--- src/rtl/pcee_pkg.sv ---
// Shared types, constants and helpers for the point cloud extreme extent block.
`timescale 1ns / 1ps

package pcee_pkg;

    localparam int COORD_BITS     = 16;
    localparam int SQ_BITS        = 2 * COORD_BITS;
    localparam int SUM_BITS       = SQ_BITS + 2;
    localparam int ROOT_BITS      = COORD_BITS + 1;
    localparam int EXT_COUNT      = 6;
    localparam int EXT_IDX_BITS   = 3;
    localparam int QUEUE_DEPTH    = 2;
    localparam int QUEUE_PTR_BITS = 1;
    localparam int QUEUE_CNT_BITS = 2;

    typedef enum logic [1:0] {
        AXIS_X = 2'd0,
        AXIS_Y = 2'd1,
        AXIS_Z = 2'd2
    } t_axis;

    typedef logic signed [COORD_BITS-1:0] t_coord;

    typedef struct packed {
        t_coord x;
        t_coord y;
        t_coord z;
    } t_point;

    // order: min x, max x, min y, max y, min z, max z
    typedef t_point [EXT_COUNT-1:0] t_ext_set;

    function automatic t_coord get_comp(input t_point p, input t_axis a);
        t_coord c;
        unique case (a)
            AXIS_X:  c = p.x;
            AXIS_Y:  c = p.y;
            AXIS_Z:  c = p.z;
            default: c = p.x;
        endcase
        return c;
    endfunction

    function automatic logic [EXT_IDX_BITS-1:0] min_idx(input t_axis a);
        return EXT_IDX_BITS'({a, 1'b0});
    endfunction

    function automatic logic [EXT_IDX_BITS-1:0] max_idx(input t_axis a);
        return EXT_IDX_BITS'({a, 1'b1});
    endfunction

endpackage

--- src/rtl/pcee_pt_if.sv ---
// Point request channel: x, y, z coordinates and the last point marker.
`timescale 1ns / 1ps

interface pcee_pt_if;
    logic                                valid;
    logic                                ready;
    logic signed [pcee_pkg::COORD_BITS-1:0] x_coord;
    logic signed [pcee_pkg::COORD_BITS-1:0] y_coord;
    logic signed [pcee_pkg::COORD_BITS-1:0] z_coord;
    logic                                last_point;

    modport source (output valid, x_coord, y_coord, z_coord, last_point, input ready);
    modport sink   (input valid, x_coord, y_coord, z_coord, last_point, output ready);
endinterface

--- src/rtl/pcee_res_if.sv ---
// Result request channel: longest extent and its axis.
`timescale 1ns / 1ps

interface pcee_res_if;
    logic                               valid;
    logic                               ready;
    logic [pcee_pkg::ROOT_BITS-1:0]     longest_extent;
    logic [1:0]                         extent_axis;

    modport source (output valid, longest_extent, extent_axis, input ready);
    modport sink   (input valid, longest_extent, extent_axis, output ready);
endinterface

--- src/rtl/pcee_front.sv ---
// Front end: accepts points and tracks the six extreme points of the cluster.
`timescale 1ns / 1ps

module pcee_front (
    input  logic              i_clk,
    input  logic              i_rst_n,
    pcee_pt_if.sink           i_pt,
    input  logic              i_q_full,
    output logic              o_q_push,
    output pcee_pkg::t_ext_set o_q_data
);

    pcee_pkg::t_ext_set r_ext;
    pcee_pkg::t_ext_set n_ext;
    logic               r_started;
    pcee_pkg::t_point   pt;
    logic               accept;

    assign pt.x   = i_pt.x_coord;
    assign pt.y   = i_pt.y_coord;
    assign pt.z   = i_pt.z_coord;
    assign i_pt.ready = !i_q_full;
    assign accept = i_pt.valid && !i_q_full;

    always_comb begin
        n_ext = r_ext;
        if (!r_started) begin
            for (int e = 0; e < pcee_pkg::EXT_COUNT; e++) begin
                n_ext[e] = pt;
            end
        end else begin
            for (int a = 0; a < 3; a++) begin
                if (pcee_pkg::get_comp(pt, pcee_pkg::t_axis'(2'(a))) <
                    pcee_pkg::get_comp(r_ext[pcee_pkg::min_idx(pcee_pkg::t_axis'(2'(a)))],
                                       pcee_pkg::t_axis'(2'(a)))) begin
                    n_ext[pcee_pkg::min_idx(pcee_pkg::t_axis'(2'(a)))] = pt;
                end
                if (pcee_pkg::get_comp(pt, pcee_pkg::t_axis'(2'(a))) >
                    pcee_pkg::get_comp(r_ext[pcee_pkg::max_idx(pcee_pkg::t_axis'(2'(a)))],
                                       pcee_pkg::t_axis'(2'(a)))) begin
                    n_ext[pcee_pkg::max_idx(pcee_pkg::t_axis'(2'(a)))] = pt;
                end
            end
        end
    end

    assign o_q_push = accept && i_pt.last_point;
    assign o_q_data = n_ext;

    always_ff @(posedge i_clk) begin
        if (!i_rst_n) begin
            r_started <= 1'b0;
        end else if (accept) begin
            r_started <= !i_pt.last_point;
        end
    end

    always_ff @(posedge i_clk) begin
        if (accept) begin
            r_ext <= n_ext;
        end
    end

endmodule

--- src/rtl/pcee_queue.sv ---
// Short queue of finished extreme point sets between front and back end.
`timescale 1ns / 1ps

module pcee_queue (
    input  logic               i_clk,
    input  logic               i_rst_n,
    input  logic               i_push,
    input  pcee_pkg::t_ext_set i_data,
    output logic               o_full,
    output logic               o_valid,
    output pcee_pkg::t_ext_set o_data,
    input  logic               i_pop
);

    pcee_pkg::t_ext_set                  r_mem [pcee_pkg::QUEUE_DEPTH];
    logic [pcee_pkg::QUEUE_PTR_BITS-1:0] r_wr;
    logic [pcee_pkg::QUEUE_PTR_BITS-1:0] r_rd;
    logic [pcee_pkg::QUEUE_CNT_BITS-1:0] r_count;
    logic                                do_push;
    logic                                do_pop;

    assign o_full  = (r_count == pcee_pkg::QUEUE_CNT_BITS'(pcee_pkg::QUEUE_DEPTH));
    assign o_valid = (r_count != '0);
    assign o_data  = r_mem[r_rd];
    assign do_push = i_push && !o_full;
    assign do_pop  = i_pop && o_valid;

    always_ff @(posedge i_clk) begin
        if (!i_rst_n) begin
            r_wr    <= '0;
            r_rd    <= '0;
            r_count <= '0;
        end else begin
            if (do_push) begin
                r_wr <= r_wr + 1'b1;
            end
            if (do_pop) begin
                r_rd <= r_rd + 1'b1;
            end
            if (do_push && !do_pop) begin
                r_count <= r_count + 1'b1;
            end else if (do_pop && !do_push) begin
                r_count <= r_count - 1'b1;
            end
        end
    end

    always_ff @(posedge i_clk) begin
        if (do_push) begin
            r_mem[r_wr] <= i_data;
        end
    end

endmodule

--- src/rtl/pcee_back.sv ---
// Back end: squared pair distances, axis selection and iterative square root.
`timescale 1ns / 1ps

module pcee_back (
    input  logic               i_clk,
    input  logic               i_rst_n,
    input  logic               i_q_valid,
    input  pcee_pkg::t_ext_set i_q_data,
    output logic               o_q_pop,
    pcee_res_if.source         o_res
);

    typedef enum logic [2:0] {
        S_IDLE,
        S_MUL,
        S_ADD,
        S_SQRT,
        S_DONE
    } t_state;

    t_state                          r_state;
    pcee_pkg::t_axis                 r_axis;
    pcee_pkg::t_axis                 r_comp;
    logic [pcee_pkg::SQ_BITS-1:0]    r_sq;
    logic [pcee_pkg::SUM_BITS-1:0]   r_acc;
    logic [pcee_pkg::SUM_BITS-1:0]   r_best;
    pcee_pkg::t_axis                 r_best_axis;
    logic [pcee_pkg::SUM_BITS-1:0]   r_rem;
    logic [pcee_pkg::SUM_BITS-1:0]   r_root;
    logic [pcee_pkg::SUM_BITS-1:0]   r_bit;
    logic                            r_out_valid;
    logic [pcee_pkg::ROOT_BITS-1:0]  r_out_extent;
    pcee_pkg::t_axis                 r_out_axis;

    pcee_pkg::t_coord                  c_max;
    pcee_pkg::t_coord                  c_min;
    logic signed [pcee_pkg::COORD_BITS:0] diff;
    logic [pcee_pkg::COORD_BITS:0]     diff_abs;
    logic [pcee_pkg::COORD_BITS-1:0]   mag;
    logic [pcee_pkg::SUM_BITS-1:0]     sum;
    logic                              take_best;
    logic [pcee_pkg::SUM_BITS-1:0]     n_best;
    logic [pcee_pkg::SUM_BITS:0]       trial;
    logic                              rem_ge;
    logic                              out_free;

    assign c_max    = pcee_pkg::get_comp(i_q_data[pcee_pkg::max_idx(r_axis)], r_comp);
    assign c_min    = pcee_pkg::get_comp(i_q_data[pcee_pkg::min_idx(r_axis)], r_comp);
    assign diff     = {c_max[pcee_pkg::COORD_BITS-1], c_max} -
                      {c_min[pcee_pkg::COORD_BITS-1], c_min};
    assign diff_abs = diff[pcee_pkg::COORD_BITS] ? 
                      (pcee_pkg::COORD_BITS+1)'(-diff) : diff;
    assign mag      = diff_abs[pcee_pkg::COORD_BITS-1:0];

    assign sum       = r_acc + pcee_pkg::SUM_BITS'(r_sq);
    assign take_best = (r_axis == pcee_pkg::AXIS_X) || (sum > r_best);
    assign n_best    = take_best ? sum : r_best;

    assign trial  = {1'b0, r_root} + {1'b0, r_bit};
    assign rem_ge = ({1'b0, r_rem} >= trial);

    assign out_free = !r_out_valid || o_res.ready;
    assign o_q_pop  = (r_state == S_ADD) && (r_comp == pcee_pkg::AXIS_Z) &&
                      (r_axis == pcee_pkg::AXIS_Z);

    assign o_res.valid          = r_out_valid;
    assign o_res.longest_extent = r_out_extent;
    assign o_res.extent_axis    = r_out_axis;

    always_ff @(posedge i_clk) begin
        if (!i_rst_n) begin
            r_state     <= S_IDLE;
            r_out_valid <= 1'b0;
        end else begin
            if (r_state == S_DONE && out_free) begin
                r_out_valid <= 1'b1;
            end else if (o_res.ready) begin
                r_out_valid <= 1'b0;
            end
            unique case (r_state)
                S_IDLE: begin
                    if (i_q_valid) begin
                        r_axis  <= pcee_pkg::AXIS_X;
                        r_comp  <= pcee_pkg::AXIS_X;
                        r_acc   <= '0;
                        r_state <= S_MUL;
                    end
                end
                S_MUL: begin
                    r_sq    <= mag * mag;
                    r_state <= S_ADD;
                end
                S_ADD: begin
                    unique case (r_comp)
                        pcee_pkg::AXIS_X: r_comp <= pcee_pkg::AXIS_Y;
                        pcee_pkg::AXIS_Y: r_comp <= pcee_pkg::AXIS_Z;
                        default:          r_comp <= pcee_pkg::AXIS_X;
                    endcase
                    if (r_comp == pcee_pkg::AXIS_Z) begin
                        r_acc  <= '0;
                        r_best <= n_best;
                        if (take_best) begin
                            r_best_axis <= r_axis;
                        end
                        unique case (r_axis)
                            pcee_pkg::AXIS_X: begin
                                r_axis  <= pcee_pkg::AXIS_Y;
                                r_state <= S_MUL;
                            end
                            pcee_pkg::AXIS_Y: begin
                                r_axis  <= pcee_pkg::AXIS_Z;
                                r_state <= S_MUL;
                            end
                            default: begin
                                r_rem   <= n_best;
                                r_root  <= '0;
                                r_bit   <= pcee_pkg::SUM_BITS'(1) << (pcee_pkg::SUM_BITS - 2);
                                r_state <= S_SQRT;
                            end
                        endcase
                    end else begin
                        r_acc   <= sum;
                        r_state <= S_MUL;
                    end
                end
                S_SQRT: begin
                    if (rem_ge) begin
                        r_rem  <= r_rem - trial[pcee_pkg::SUM_BITS-1:0];
                        r_root <= (r_root >> 1) + r_bit;
                    end else begin
                        r_root <= r_root >> 1;
                    end
                    r_bit <= r_bit >> 2;
                    if (r_bit == pcee_pkg::SUM_BITS'(1)) begin
                        r_state <= S_DONE;
                    end
                end
                S_DONE: begin
                    if (out_free) begin
                        r_out_extent <= r_root[pcee_pkg::ROOT_BITS-1:0];
                        r_out_axis   <= r_best_axis;
                        r_state      <= S_IDLE;
                    end
                end
                default: r_state <= S_IDLE;
            endcase
        end
    end

endmodule

--- src/rtl/point_cloud_extreme_extent.sv ---
// Throughput: one point per cycle while the queue is not full; per cluster the back end
// runs 9 multiply and 9 add steps for the three squared distances and 17 square root
// steps; a two-entry queue of extreme sets lets the front keep taking points meanwhile.
// Reset: synchronous, active low; clears the cluster, the queue and the result valid.
`timescale 1ns / 1ps

module point_cloud_extreme_extent (
    input  logic     i_clk,
    input  logic     i_rst_n,
    pcee_pt_if.sink  i_pt,
    pcee_res_if.source o_res
);

    logic               q_push;
    logic               q_full;
    logic               q_valid;
    logic               q_pop;
    pcee_pkg::t_ext_set q_wdata;
    pcee_pkg::t_ext_set q_rdata;

    pcee_front u_front (
        .i_clk    (i_clk),
        .i_rst_n  (i_rst_n),
        .i_pt     (i_pt),
        .i_q_full (q_full),
        .o_q_push (q_push),
        .o_q_data (q_wdata)
    );

    pcee_queue u_queue (
        .i_clk   (i_clk),
        .i_rst_n (i_rst_n),
        .i_push  (q_push),
        .i_data  (q_wdata),
        .o_full  (q_full),
        .o_valid (q_valid),
        .o_data  (q_rdata),
        .i_pop   (q_pop)
    );

    pcee_back u_back (
        .i_clk     (i_clk),
        .i_rst_n   (i_rst_n),
        .i_q_valid (q_valid),
        .i_q_data  (q_rdata),
        .o_q_pop   (q_pop),
        .o_res     (o_res)
    );

endmodule

--- src/flat_wrapper.sv ---
// flat-port wrapper written by rule: the top's interface ports become plain ports
module point_cloud_extreme_extent_flat 
  (i_clk, i_rst_n, i_pt_valid, i_pt_x_coord, i_pt_y_coord, i_pt_z_coord, i_pt_last_point, i_pt_ready, o_res_valid, o_res_longest_extent, o_res_extent_axis, o_res_ready);
  pcee_pt_if i_pt_i ();
  pcee_res_if o_res_i ();
  input  logic i_clk;
  input  logic i_rst_n;
  input wire logic [$bits(i_pt_i.valid)-1:0] i_pt_valid;
  input wire logic [$bits(i_pt_i.x_coord)-1:0] i_pt_x_coord;
  input wire logic [$bits(i_pt_i.y_coord)-1:0] i_pt_y_coord;
  input wire logic [$bits(i_pt_i.z_coord)-1:0] i_pt_z_coord;
  input wire logic [$bits(i_pt_i.last_point)-1:0] i_pt_last_point;
  output wire logic [$bits(i_pt_i.ready)-1:0] i_pt_ready;
  output wire logic [$bits(o_res_i.valid)-1:0] o_res_valid;
  output wire logic [$bits(o_res_i.longest_extent)-1:0] o_res_longest_extent;
  output wire logic [$bits(o_res_i.extent_axis)-1:0] o_res_extent_axis;
  input wire logic [$bits(o_res_i.ready)-1:0] o_res_ready;
  assign i_pt_i.valid = i_pt_valid;
  assign i_pt_i.x_coord = i_pt_x_coord;
  assign i_pt_i.y_coord = i_pt_y_coord;
  assign i_pt_i.z_coord = i_pt_z_coord;
  assign i_pt_i.last_point = i_pt_last_point;
  assign i_pt_ready = i_pt_i.ready;
  assign o_res_valid = o_res_i.valid;
  assign o_res_longest_extent = o_res_i.longest_extent;
  assign o_res_extent_axis = o_res_i.extent_axis;
  assign o_res_i.ready = o_res_ready;
  point_cloud_extreme_extent u_core (.i_clk(i_clk), .i_rst_n(i_rst_n), .i_pt(i_pt_i), .o_res(o_res_i));
endmodule
--- config.mk ---
export PLATFORM = sky130hd
export DESIGN_NAME = point_cloud_extreme_extent_flat
export DESIGN_NICKNAME = d
export VERILOG_FILES = /design/src/rtl/pcee_pkg.sv /design/src/rtl/pcee_pt_if.sv /design/src/rtl/pcee_res_if.sv /design/src/rtl/pcee_front.sv /design/src/rtl/pcee_queue.sv /design/src/rtl/pcee_back.sv /design/src/rtl/point_cloud_extreme_extent.sv /design/src/flat_wrapper.sv
export SDC_FILE = /design/constraint.sdc
export NUM_CORES = 2
export LEC_CHECK = 0
export BUFFER_PORTS_ARGS = -buffer_cell sky130_fd_sc_hd__buf_2
export CAP_MARGIN = 20
export CORE_MARGIN = 1.5
export CORE_UTILIZATION = 58
export DETAILED_ROUTE_END_ITERATION = 16
export PLACE_DENSITY = 0.77
export SLEW_MARGIN = 20
export SYNTH_ARGS = -nofsm -noshare
export SYNTH_HDL_FRONTEND = slang
export SYNTH_SLANG_ARGS = --single-unit
--- constraint.sdc ---
create_clock -name i_clk -period 24.4 [get_ports i_clk]
set_input_delay 2.44 -clock i_clk [delete_from_list [all_inputs] [get_ports i_clk]]
set_output_delay 2.44 -clock i_clk [all_outputs]
set_load 0.005 [all_outputs]
# Yosys cells after proc, flatten, opt, wreduce, memory -nomap -nowiden
# Memories as Yosys holds them, arrays and structs flattened. A register that Yosys moved wholly into a read port is not among the register bits.
# Cells that the tools add are included.
[word_totals] ff_bits=524 latch_bits=0 ramBits=576 rom_bits=0 input_bits=53 output_inout_bits=21 wordCells=166 mem_count=1
[mem_list] name="u_core.u_queue.r_mem" depth=2 word_bits=288 rd=1 rd_ports_with_merged_regs=1 wr=1 line_no="pcee_queue.sv:15" source="pcee_pkg::t_ext_set r_mem [pcee_pkg::QUEUE_DEPTH];"
[op_classes] add_sub_neg=10 n_mul=1 n_div=0 order_cmp=10 eq_ne=17 n_shift=0 n_mux=58 bitwise_logic=0 n_reduce_logical=34
[op_table] cell="$mux W48" count=8
[op_table] cell="$mux W34" count=11
[op_table] cell="$mux W288" count=1
[op_table] cell="$pmux W34 S2" count=4
[op_table] cell="$bmux W48 S2" count=2
[op_table] cell="$mux W16" count=10
[op_table] cell="$pmux W16 S2" count=2
[op_table] cell="$gt A16 B16 Y1" count=3
[op_table] cell="$lt A16 B16 Y1" count=3
[op_table] cell="$add A34 B34 Y35" count=1
[op_table] cell="$ge A34 B35 Y1" count=1
[op_table] cell="$add A33 B34 Y34" count=1
[op_table] cell="$add A34 B32 Y34" count=1
[op_table] cell="$eq A34 B1 Y1 const B" count=1
[op_table] cell="$gt A34 B34 Y1" count=1
[op_table] cell="$sub A34 B34 Y34" count=1
[op_table] cell="$mul A16 B16 Y32" count=1
[op_table] cell="$sub A16 B16 Y17" count=1
[op_table] cell="$neg A16 Y16" count=1
[op_table] cell="$pmux W2 S2" count=4
[op_table] cell="$pmux W3 S5" count=1
[op_table] cell="$mux W3" count=4
[op_table] cell="$reduce_and A3 Y1" count=4
[op_table] cell="$mux W2" count=5
[op_table] cell="23 further kinds" count=58

# Longest topological paths before layout
[depth] word_depth=9 mapped_depth=47 ltp_nobuf=43

# By module
# Synthesis repeated with hierarchy kept, for this count alone.
[hier_totals] cells_unflattened=4620 area_unflattened_um2=61422.7
[modules_own_cells] mod="pcee_back" n_inst=1 cells_each=2745 area_per_inst_um2=24941.4 seq_area_each_um2=6356.1
[modules_own_cells] mod="pcee_queue" n_inst=1 cells_each=921 area_per_inst_um2=21853.5 seq_area_each_um2=17396.7
[modules_own_cells] mod="pcee_front" n_inst=1 cells_each=954 area_per_inst_um2=14627.8 seq_area_each_um2=8668.3

# Worst setup path after synthesis
# Ideal clock, no wire load.
[synth_timing] path_type="in2reg" start="input i_pt_valid" end="register u_core.u_queue.r_wr" setup_time_ns=0.114 arrival_ns=22.782 required_time_ns=24.286 setup_slack_ns=1.504 cell_stages=4 path_buffers=0 path_cell_list="and2_1 > nand2_1 > nor2_1 > o21a_1"
[synth_between] elab_chain_len=3
[synth_rtl] item="start: declaration" line_no="flat_wrapper.sv:8" source="input wire logic [$bits(i_pt_i.valid)-1:0] i_pt_valid;"
[synth_rtl] item="$logic_and A1 B1 Y1" line_no="pcee_front.sv:23" source="assign accept = i_pt.valid && !i_q_full;"
[synth_rtl] item="$logic_and A1 B1 Y1" line_no="pcee_front.sv:47" source="assign o_q_push = accept && i_pt.last_point;"
[synth_rtl] item="$logic_and A1 B1 Y1" line_no="pcee_queue.sv:25" source="assign do_push = i_push && !o_full;"
[synth_rtl] item="end signal: assignment" line_no="pcee_queue.sv:35" source="r_wr <= r_wr + 1'b1;"
[synth_rtl] item="end: declaration" line_no="pcee_queue.sv:16" source="logic [pcee_pkg::QUEUE_PTR_BITS-1:0] r_wr;"
# Every way passes these cells.
# A chain may end at the register's enable or synchronous reset.

# Final worst setup path
[layout_timing] start="register u_core.u_back.r_axis[0]" end="register u_core.u_back.r_sq[31] (netlist name) (data pin)"
[layout_between] elab_chain_len=7 elab_cells_between_ends=10 cone_classes="2 x add/sub; 1 x mul; 7 x mux"
[layout_rtl] item="start: declaration" line_no="pcee_back.sv:22" source="pcee_pkg::t_axis r_axis;"
[layout_rtl] item="start signal: assignment" line_no="pcee_back.sv:83" source="r_axis <= pcee_pkg::AXIS_X;"
[layout_rtl] item="start signal: assignment" line_no="pcee_back.sv:107" source="r_axis <= pcee_pkg::AXIS_Y;"
[layout_rtl] item="start signal: assignment" line_no="pcee_back.sv:111" source="r_axis <= pcee_pkg::AXIS_Z;"
[layout_rtl] item="$bmux W48 S2 (on tied branches)" line_no="pcee_back.sv:47, pcee_back.sv:48"
[layout_rtl] item="$mux W48 (on tied branches)" line_no="pcee_back.sv:47, pcee_back.sv:48"
[layout_rtl] item="$pmux W16 S2" line_no="pcee_pkg.sv:35" source="unique case (a)"
[layout_rtl] item="$sub A16 B16 Y17 (*)" line_no="pcee_back.sv:49" source="assign diff = {c_max[pcee_pkg::COORD_BITS-1], c_max} -"
[layout_rtl] item="$neg A16 Y16" line_no="pcee_back.sv:52" source="(pcee_pkg::COORD_BITS+1)'(-diff) : diff;"
[layout_rtl] item="$mux W16 (*)" line_no="pcee_back.sv:51" source="assign diff_abs = diff[pcee_pkg::COORD_BITS] ?"
[layout_rtl] item="$mul A16 B16 Y32 (*)" line_no="pcee_back.sv:90" source="r_sq <= mag * mag;"
[layout_rtl] item="end signal: assignment" line_no="pcee_back.sv:90"
[layout_rtl] item="end: declaration" line_no="pcee_back.sv:24" source="logic [pcee_pkg::SQ_BITS-1:0] r_sq;"
# Mark *: on every way between the ends. The rest lies on a longest branch, timed or not. The select of a mux whose other input is x is not followed.

==> key figures <==
Global routing
  – Total Routing Usage GR: 26.3%
  – Met2 GRT Util: 44.6%
  – Global-route wire length before repair: 212000 µm
  – Antenna violations before repair: 11
  – Met1 Usage GRT: 33.9%
  – Via count of the first global-routing pass: 37200
  – Layer carrying the most global-route usage: met2
  – Sum of overflow across all layers after global routing: 0
  – Pin count of the biggest net entering global routing: 148
  – GR Util met3: 3.91%

STA
  – Final count of negative-setup-slack endpoints: 0
  – Slew Limit Fails: 0
  – Tcrit/Tclk final: 54.6%
  – Transition at the pin with the smallest max-transition slack: 1.13 ns
  – Maximum achievable frequency: 75.1 MHz
  – Tmin final: 13.31 ns
  – Relative max-transition margin: 24.8%
  – Number of hold violations in the final report: 0
  – Unrepaired setup endpoints after global routing: false
  – Setup TNS: 0 ns
  – Worst setup skew after layout: 0.0517 ns

Critical path
  – Worst flop-to-flop path endpoint: u_core.u_back.r_sq[31]
  – Path type of the worst setup path: reg2reg
  – Crit path required time: 24.84 ns
  – CP Capture Type: register
  – Top fanout value on the critical path: 102
  – Max incr delay on CP: 0.81 ns
  – Cell with the most instances on the worst path: fa_1
  – FF-to-FF path depth: 40
  – RR Startpoint: u_core.u_back.r_axis[0]
  – Startpoint type of the worst setup path: register
  – Setup slack of the most critical reg-to-reg path: 11.09 ns
  – Arr. time, crit path: 13.76 ns
  – Cell type of the slowest stage on the worst timing path: buf_4

Finish
  – Filler Cell Count: 7426
  – Share of post-route cells with drive strength above 1: 15.8%
  – Layout net count: 5172
  – Most common cell after layout, fill and taps aside: edfxtp_1
  – Area growth, synth to finish: 9.23%
  – Multi-input gate area in the final layout: 25000 µm²
  – Most frequent cells in the layout: 1073 x edfxtp_1, 410 x inv_1, 367 x mux2_2
  – Register area: 32400 µm²

CTS
  – Maximum level of the CTS H-tree: 3
  – Worst-skew pair later-pin latency: 0.70 ns
  – Post-CTS Setup Inserts: 0
  – Clock tree from TritonCTS: yes
  – Reg clk slew, reported paths: 0.06 ns
  – CTS Hold Buffers Added: 0
  – TritonCTS Buffers: 109
  – Post-cts sizing count: 0
  – Clock Root Buffer: clkbuf_16
  – Total number of clock tree sinks: 1083
  – Buffers from clock root to sink, at most: 3

Detailed routing
  – Number of violations reported at the end of detailed-routing iteration 0: 3184
  – Residual antenna-violating net count after detailed routing: 0
  – Number of vias in the routed layout: 37300
  – First-pass iteration count of the detailed router: 6
  – Routed WL: 137000 µm
  – DR vias/cell: 6.14
  – Routed length per instance: 22.6 µm
  – # DRC: 0

Logic synthesis
  – Biggest area consumer among synthesized cells: edfxtp_1
  – Async SR Flop Fraction: 0%
  – Synth Area per Inst: 13.1 µm²
  – Post-synthesis register bit count: 1083
  – Proportion of synthesized chip area in sequential cells: 54.5%
  – Top post-synthesis cells by area: edfxtp_1 54%, ha_1 7.3%, mux2_2 6.9%
  – Count of unique library cells instantiated by Yosys: 93
  – Post-synthesis cell area: 59500 µm²
  – Most used flip-flop cell after synthesis: edfxtp_1
  – Top cell type's share of synthesized area: 54.2%
  – Number of synthesized flops with an enable pin: 1073
  – Instance count of the mapped netlist: 4549
  – Post-synthesis net count: 5115
  – Total of warnings raised by yosys: 0

Place
  – Routability congestion estimate from global placement: 0.921
  – Detailed placement HPWL: 89500 µm
  – Number of buffers added on ports: 73

Worst hold path
  – Hold Path Stages: 0
  – Worst-case hold path end point: u_core.u_back.o_res.extent_axis[0]
  – Worst min-delay path category: reg2reg
  – Launch point of the worst hold path: u_core.u_back.r_best_axis[0]

Floorplan
  – Total number of placement rows: 117
  – Floorplan core area: 102000 µm²
  – Horizontal extent of the die: 323 µm
  – Die Outline Area: 104000 µm²
  – Die Span Y: 323 µm
  – Number of top-level pins: 74
  – Initial cell density of the core: 58.5%

Job
  – Number of max-cap violations: 0

Outcome
  – Status: complete, no violations
routing by layer:
metal | routed length, µm | part of all wire (%)
met5 | 72 | 0.052
met4 | 5680 | 4.1
met3 | 8130 | 5.9
met2 | 67700 | 49
met1 | 55800 | 41
cell usage after synthesis, types with 35 or more instances:
master    instances
mux2_2          367
o21a_1           35
edfxtp_1       1073
o21ai_0         152
xor2_1           69
and2_1           50
xnor2_1          91
ha_1            349
nor2_1          217
fa_1            164
inv_1           411
a31oi_1          60
nand4_1          37
mux2i_1         124
a21oi_1         202
a21o_1          115
a221oi_1         47
nand2b_1         39
nand2_1         251
o211ai_1        113
clkbuf_1        142
critical path: cells and delay by family, from the launching register on:
kind | cells | cell delay [ns]
xor gates and xnor gates | 2 | 1.08
adders and majority gates | 8 | 3.88
buffers and inverters | 7 | 2.47
muxes | 1 | 0.42
DFF | 1 | 0.32
and+or+nand+nor | 5 | 0.88
AOI/OAI and AO/OA | 17 | 3.89
metrics by stage:
stage               worst slack, ns  cells  instance area, µm²  hold WS [ns]  util [%]
floorplan                      1.50   4549               59500         0.400         -
CTS                           11.07   6060               64900         0.431      63.8
finish                        11.09   6065               65000         0.433      63.9
detailed placement            11.06   5862               61400         0.418      60.4
global placement              11.42   5862               61400         0.435      60.4
global route                  10.18   6063               65000         0.449      63.9
cells by family (layout without fill, tap and decap cells):
logic type | Yosys count | count (layout) | synth area share (%)
xor gates and xnor gates | 164 | 164 | 2.48
AOI/OAI and AO/OA | 911 | 911 | 10.3
and+or+nand+nor | 767 | 767 | 6.09
muxes | 517 | 517 | 10.0
other | 0 | 4 | 0
adders and majority gates | 513 | 513 | 12.9
buffers and inverters | 594 | 738 | 3.77
DFF | 1083 | 1083 | 54.5
layout make-up:
type                       instances  share of cell area (%)
inverter                         417                    2.41
clock inverter                    56                   0.905
clock buffer                     142                    4.47
timing repair buffer             123                    1.23
multi-input combinational       2872                    38.4
tap                             1368                    2.63
antenna                            4                  0.0154
sequential                      1083                    49.9
flip-flops by register name, summed over array words and instances (netlist names), 31 cells and up, named ones only:
name                  cells
u_core.u_queue.r_mem    576
u_core.u_front.r_ext    288
u_core.u_back.r_acc      34
u_core.u_back.r_best     34
u_core.u_back.r_rem      34
u_core.u_back.r_root     34
u_core.u_back.r_sq       31
worst max-delay path by stage:
stage                            start                     end  slack, ns  depth (start not counted)
2_1_floorplan               i_pt_valid     u_core.u_queue.r_wr       1.50                          4
3_3_place_gp   u_core.u_back.r_axis[0]  u_core.u_back.r_sq[31]      11.42                         40
3_5_place_dp   u_core.u_back.r_axis[0]  u_core.u_back.r_sq[31]      11.06                         40
4_1_cts        u_core.u_back.r_axis[0]  u_core.u_back.r_sq[31]      11.07                         40
5_1_grt        u_core.u_back.r_axis[0]  u_core.u_back.r_sq[31]      10.18                         40
6_report       u_core.u_back.r_axis[0]  u_core.u_back.r_sq[31]      11.09                         40
Power is left out: the tool's default activity adds up to more than one toggle a clock period on the data nets, which glitch-free logic cannot reach.
